$ cat config.mk
export PLATFORM = sky130hd
export DESIGN_NAME = stbs_ctrl
export DESIGN_NICKNAME = d
export VERILOG_FILES = /design/src/rtl/stbs_pkg.sv /design/src/rtl/stbs_ctrl.sv
export SDC_FILE = /design/constraint.sdc
export NUM_CORES = 1
export LEC_CHECK = 0
export ABC_CLOCK_PERIOD_IN_PS = 5650
export BUFFER_PORTS_ARGS = -buffer_cell sky130_fd_sc_hd__buf_2
export CAP_MARGIN = 10
export CORE_MARGIN = 2
export CORE_UTILIZATION = 53
export CTS_CLUSTER_SIZE = 16
export DETAILED_ROUTE_END_ITERATION = 10
export HOLD_SLACK_MARGIN = 0.1
export MAX_ROUTING_LAYER = met4
export PLACE_DENSITY = 0.79
export SLEW_MARGIN = 30
export SYNTH_ARGS = -nofsm -noshare
export SYNTH_HDL_FRONTEND = slang
export SYNTH_SLANG_ARGS = --single-unit
export TNS_END_PERCENT = 10
$ cat constraint.sdc
create_clock -name clk -period 5.65 [get_ports clk]
set_clock_uncertainty 0.2 [all_clocks]
set_input_delay 1.695 -clock clk [delete_from_list [all_inputs] [get_ports clk]]
set_output_delay 1.695 -clock clk [all_outputs]
set_load 0.02 [all_outputs]
$ cat src/rtl/stbs_pkg.sv
// Package for the sorted table binary search block.
// Holds the table size, the word types of both channels, the table access struct
// and the sequencer states. It depends on nothing else.
package stbs_pkg;

  localparam int TABLE_DEPTH = 1024;
  localparam int TBL_AW      = $clog2(TABLE_DEPTH);
  localparam int CNT_W       = 11;
  localparam int SLOT_W      = 10;
  localparam int VAL_W       = 32;

  localparam logic [CNT_W-1:0] MAX_COUNT = CNT_W'(TABLE_DEPTH);

  localparam logic MODE_LOAD   = 1'b0;
  localparam logic MODE_SEARCH = 1'b1;

  typedef struct packed {
    logic                    mode;
    logic [SLOT_W-1:0]       slot;
    logic signed [VAL_W-1:0] value;
  } in_word_t;

  typedef struct packed {
    logic              found;
    logic [SLOT_W-1:0] position;
  } out_word_t;

  typedef struct packed {
    logic              we;
    logic [TBL_AW-1:0] waddr;
    logic [VAL_W-1:0]  wdata;
    logic              re;
    logic [TBL_AW-1:0] raddr;
  } tbl_req_t;

  typedef enum logic [1:0] {
    ST_IDLE,
    ST_PROBE,
    ST_CMP,
    ST_RESULT
  } seq_state_t;

endpackage

$ cat src/rtl/stbs_ctrl.sv
// Search sequencer of the sorted table binary search block.
// Holds the bounds, the shared compare unit and the result register; uses stbs_pkg.
module stbs_ctrl
  import stbs_pkg::*;
(
  input  logic             clk,
  input  logic             rst_n,
  input  logic             cfg_we,
  input  logic [CNT_W-1:0] cfg_data,
  input  logic             in_valid,
  output logic             in_ready,
  input  in_word_t         in_data,
  output logic             out_valid,
  input  logic             out_ready,
  output out_word_t        out_data,
  output tbl_req_t         req,
  input  logic [VAL_W-1:0] rd_data
);

  seq_state_t              state_r, state_nxt;
  logic [CNT_W-1:0]        count_r;
  logic [CNT_W-1:0]        low_r, low_nxt;
  logic [CNT_W-1:0]        hi_r, hi_nxt;
  logic [TBL_AW-1:0]       mid_r, mid_nxt;
  logic signed [VAL_W-1:0] key_r, key_nxt;
  logic                    hit_r, hit_nxt;
  logic [SLOT_W-1:0]       pos_r, pos_nxt;
  logic                    out_valid_r, out_valid_nxt;
  out_word_t               out_data_r, out_data_nxt;
  logic [CNT_W:0]          mid_sum;
  logic signed [VAL_W-1:0] probe;
  logic                    accept;

  // The upper bound is kept exclusive, so the probe is floor((low + hi - 1) / 2).
  assign mid_sum = {1'b0, low_r} + {1'b0, hi_r} - (CNT_W+1)'(1);
  assign probe   = rd_data;
  assign accept  = in_valid && in_ready;

  always_ff @(posedge clk) begin
    if (!rst_n) begin
      state_r     <= ST_IDLE;
      count_r     <= '0;
      out_valid_r <= 1'b0;
    end else begin
      state_r     <= state_nxt;
      out_valid_r <= out_valid_nxt;
      if (cfg_we) begin
        count_r <= cfg_data;
      end
    end
  end

  always_ff @(posedge clk) begin
    low_r      <= low_nxt;
    hi_r       <= hi_nxt;
    mid_r      <= mid_nxt;
    key_r      <= key_nxt;
    hit_r      <= hit_nxt;
    pos_r      <= pos_nxt;
    out_data_r <= out_data_nxt;
  end

  always_comb begin
    state_nxt     = state_r;
    low_nxt       = low_r;
    hi_nxt        = hi_r;
    mid_nxt       = mid_r;
    key_nxt       = key_r;
    hit_nxt       = hit_r;
    pos_nxt       = pos_r;
    out_valid_nxt = out_valid_r;
    out_data_nxt  = out_data_r;
    in_ready      = 1'b0;
    req           = '0;
    if (out_valid_r && out_ready) begin
      out_valid_nxt = 1'b0;
    end
    case (state_r)
      ST_IDLE: begin
        in_ready = 1'b1;
        if (accept) begin
          if (in_data.mode == MODE_LOAD) begin
            req.we    = (CNT_W'(in_data.slot) < MAX_COUNT);
            req.waddr = TBL_AW'(in_data.slot);
            req.wdata = in_data.value;
          end else begin
            key_nxt   = in_data.value;
            low_nxt   = '0;
            hi_nxt    = (count_r > MAX_COUNT) ? MAX_COUNT : count_r;
            state_nxt = ST_PROBE;
          end
        end
      end
      ST_PROBE: begin
        if (low_r < hi_r) begin
          mid_nxt   = TBL_AW'(mid_sum >> 1);
          req.re    = 1'b1;
          req.raddr = TBL_AW'(mid_sum >> 1);
          state_nxt = ST_CMP;
        end else begin
          hit_nxt   = 1'b0;
          pos_nxt   = '0;
          state_nxt = ST_RESULT;
        end
      end
      ST_CMP: begin
        if (probe == key_r) begin
          hit_nxt   = 1'b1;
          pos_nxt   = SLOT_W'(mid_r);
          state_nxt = ST_RESULT;
        end else if (probe < key_r) begin
          low_nxt   = CNT_W'(mid_r) + CNT_W'(1);
          state_nxt = ST_PROBE;
        end else begin
          hi_nxt    = CNT_W'(mid_r);
          state_nxt = ST_PROBE;
        end
      end
      ST_RESULT: begin
        if (!out_valid_r || out_ready) begin
          out_valid_nxt         = 1'b1;
          out_data_nxt.found    = hit_r;
          out_data_nxt.position = pos_r;
          state_nxt             = ST_IDLE;
        end
      end
      default: begin
        state_nxt = ST_IDLE;
      end
    endcase
  end

  assign out_valid = out_valid_r;
  assign out_data  = out_data_r;

  a_probe_in_bounds: assert property (@(posedge clk) disable iff (!rst_n)
    state_r == ST_CMP |-> (CNT_W'(mid_r) < hi_r) && (low_r <= CNT_W'(mid_r)))
    else $error("probe slot lies outside the search bounds");

  a_bound_limit: assert property (@(posedge clk) disable iff (!rst_n)
    state_r == ST_PROBE |-> hi_r <= MAX_COUNT)
    else $error("upper bound exceeds the table depth");

  a_result_origin: assert property (@(posedge clk) disable iff (!rst_n)
    $rose(out_valid_r) |-> $past(state_r == ST_RESULT))
    else $error("result word raised outside the result state");

  a_miss_position: assert property (@(posedge clk) disable iff (!rst_n)
    out_valid_r && !out_data_r.found |-> out_data_r.position == '0)
    else $error("a miss must report position zero");

endmodule

==> results.py <==
metrics = {
    "pwr": {
        "cellPowerDensity_nw_per_um2": 259,
        "swShare_pct": 28.1,
        "p_sw_mw": 0.493,
        "power_leakage_nw": 3.28,
        "power.internal_mw": 1.26,
        "p_seq_share_pct": 50.2,
        "combPwrFrac_pct": 19.8,
        "p_total_mw": 1.75,
        "vdd_drop_max_mv": 0.132,
        "pwr-share-clk_pct": 30.0,
    },
    "finish": {
        "drive_gt1_share_pct": 28.6,
        "nets": 815,
        "diodes": 0,
        "final_cell_area_um2": 6780,
        "area_growth_pct": 21.0,
    },
    "status": {
        "status": "finished clean",
    },
    "timing": {
        "timing_hold_violations_final": 0,
        "finalSetupViolCount": 0,
        "timing_max_transition_violations_final": 0,
        "fin_crit_sh_pct": 86.1,
        "max_freq_ghz": 0.206,
        "tns_ps": 0,
        "slew_headroom_pct": 57.6,
        "worst_pin_slew_ps": 636,
        "period_minus_slack_ps": 4860,
        "worst_hold_slack_ps": 226,
        "grt_setup_unrepaired": "no",
    },
    "setup_path": {
        "crit_arrival_ps": 2970,
        "cp_max_fo": 2,
        "cp_cell_sequence": "inv_1 -> ha_1 -> inv_1 -> ha_1 -> fa_1 -> a21o_1 -> a21oi_2 -> o21ai_1 -> o41ai_2 -> xnor2_1 -> nor2b_1 -> buf_2",
        "startpoint_type": "flop",
        "r2r_slack_ps": 2660,
        "crit_path_end_kind": "primary output",
        "cpPeakStageDelay_ps": 410,
        "worst-endpoint-required_ps": 3750,
        "slowest_stage": "fa_1",
        "critPathKind": "flop to primary output",
    },
    "yosys": {
        "yosysTopAreaCell": "edfxtp_1",
        "synth_top_area_share_pct": 46.1,
        "async_reset_ff_share_pct": 0,
        "synth_seq_area_share_pct": 51.1,
        "syn_inst": 502,
        "synth_flop_cell": "edfxtp_1",
        "synth_edf_count": 86,
        "yosysWarnings": 0,
        "avgSynthCellArea_um2": 11.2,
        "synth_area_um2": 5600,
        "ys_ff_latch": 100,
        "synth.area.top_cells": "edfxtp_1 46%, ha_1 14%, and2_1 6.0%",
        "ys_types": 52,
        "synth_nets": 655,
    },
    "place": {
        "gp_congestion": 0.891,
        "port_buffers": 157,
        "place_area_um2": 6540,
        "dp_hpwl_um": 9600,
    },
    "global_route": {
        "grt_pass1_wl_um": 19100,
        "grt_start_max_net_pins": 44,
        "grt-ovfl-total": 0,
        "grt_usage_pct": 22.3,
        "grt_pass1_vias": 4070,
        "grt_antenna_before_repair": 0,
    },
    "drt": {
        "vias": 4158,
        "antenna_left": 0,
        "drt_pass1_iterations": 4,
        "initialDrtViolationCount": 186,
        "drcViolationCount": 0,
        "viasPerCell": 5.18,
        "wl_per_cell_um": 15.0,
        "drt_wl_total_um": 12000,
    },
    "floorplan": {
        "initial_core_util_pct": 54.5,
        "die_w_um": 107,
        "num_rows": 37,
        "die_h_um": 107,
        "die-area_um2": 11400,
        "core-area_um2": 10300,
        "ios": 158,
    },
    "clocking": {
        "cts_tree": "yes",
        "clk_latency_ps": 370,
        "cts-root-buf": "clkbuf_8",
        "cts_buffers": 9,
        "ctsHoldBuffers": 0,
        "post_cts_buffers": 0,
        "cts_buffer_depth": 2,
        "cts_resized": 0,
        "cts.clk_slew.worst_paths_ps": 100,
        "clock_sinks": 100,
        "cts.htree.levels": 3,
    },
    "run": {
        "maxCapViolCount": 0,
    },
    "worst_hold_path": {
        "hold_class": "flop to flop",
    },
}
-- cells by family (layout without fill, tap and decap cells) --
family | count (synthesis) | count (layout) | synth area share, %
xor gates and xnor gates | 16 | 16 | 2.50
DFF | 100 | 100 | 51.1
AOI/OAI and AO/OA | 64 | 64 | 8.02
adders and majority gates | 62 | 62 | 14.0
buffers and inverters | 84 | 249 | 5.83
and+or+nand+nor | 165 | 165 | 16.6
muxes | 11 | 11 | 1.97
-- Yosys cell counts (10+ instances only) --
library cell,number
a21oi_1,20
inv_1,72
nor2b_1,20
xor2_1,10
a21o_1,15
nand3_1,13
ha_1,61
nor2_1,26
and2_1,54
nand2_1,19
dfxtp_1,14
mux2i_1,11
edfxtp_1,86
-- flip-flops by register name (all words and copies together) (netlist names) --
signal / cells
mid_r: 10
pos_r: 10
hit_r: 1
hi_r: 11
out_data: 11
state_r: 2
count_r: 11
out_valid: 1
low_r: 11
key_r: 32
-- stage by stage --
stage / setup slack [ps] / cells / util, %
detailed placement: 1060 / 787 / 63.7
finish: 788 / 803 / 66.0
floorplan: 1020 / 502 / -
global placement: 1120 / 787 / 63.7
global route: 617 / 803 / 66.0
CTS: 760 / 803 / 65.9
-- final timing paths --
kind,start,to,cells past startpoint
worst max register to register,key_r[31],hi_r[7],7
worst min register to register,pos_r[1],out_data[1],0
worst min-delay path,pos_r[1],out_data[1],0
worst max-delay path,low_r[1],req[8],12
-- final cells by class --
cell class              instances  area [um^2]
clock buffers                   9          124
clock inverters                 7          105
fillers                       816         3500
inverters                      73          274
multi-input cells             318         2440
flip-flops and latches        100         2860
well taps                     136          170
repair buffers                160          808
-- power by group through the flow --
stage                     combinational (mW)  clock [mW]  sequential, mW
after floorplan                        0.243           0           0.886
after global placement                 0.330           0           0.894
after detailed placement               0.346           0           0.897
after CTS                              0.349       0.536           0.880
after global routing                   0.389       0.560           0.884
final                                  0.348       0.526           0.879
-- placed cells by master, fill, tap and decap left out, types with 7 or more instances in the layout --
cell	count
and2_1	54
a21o_1	15
buf_2	157
nor2_1	26
nand2_1	19
xor2_1	10
edfxtp_1	86
inv_1	72
nand3_1	13
nand4_1	7
a21oi_1	20
nor2b_1	19
clkbuf_8	9
dfxtp_1	14
mux2i_1	11
ha_1	61
-- critical path, delay by kind of cell, from the launching register on --
kind | cells | cell delay, ps
buffers and inverters | 3 | 270
xor gates and xnor gates | 1 | 180
AOI/OAI and AO/OA | 4 | 730
DFF | 1 | 360
adders and majority gates | 3 | 900
and+or+nand+nor | 1 | 140
-- routing by layer --
layer / wire (um) / global-route usage, % / up-vias
met5: 0 / - / -
met4: 284 / 8.72 / 0
met3: 497 / 3.28 / 23
met2: 6170 / 38.6 / 121
met1: 5060 / 26.3 / 1960
li1: - / - / 2054
Note: power is estimated with default switching activity, not from simulation.
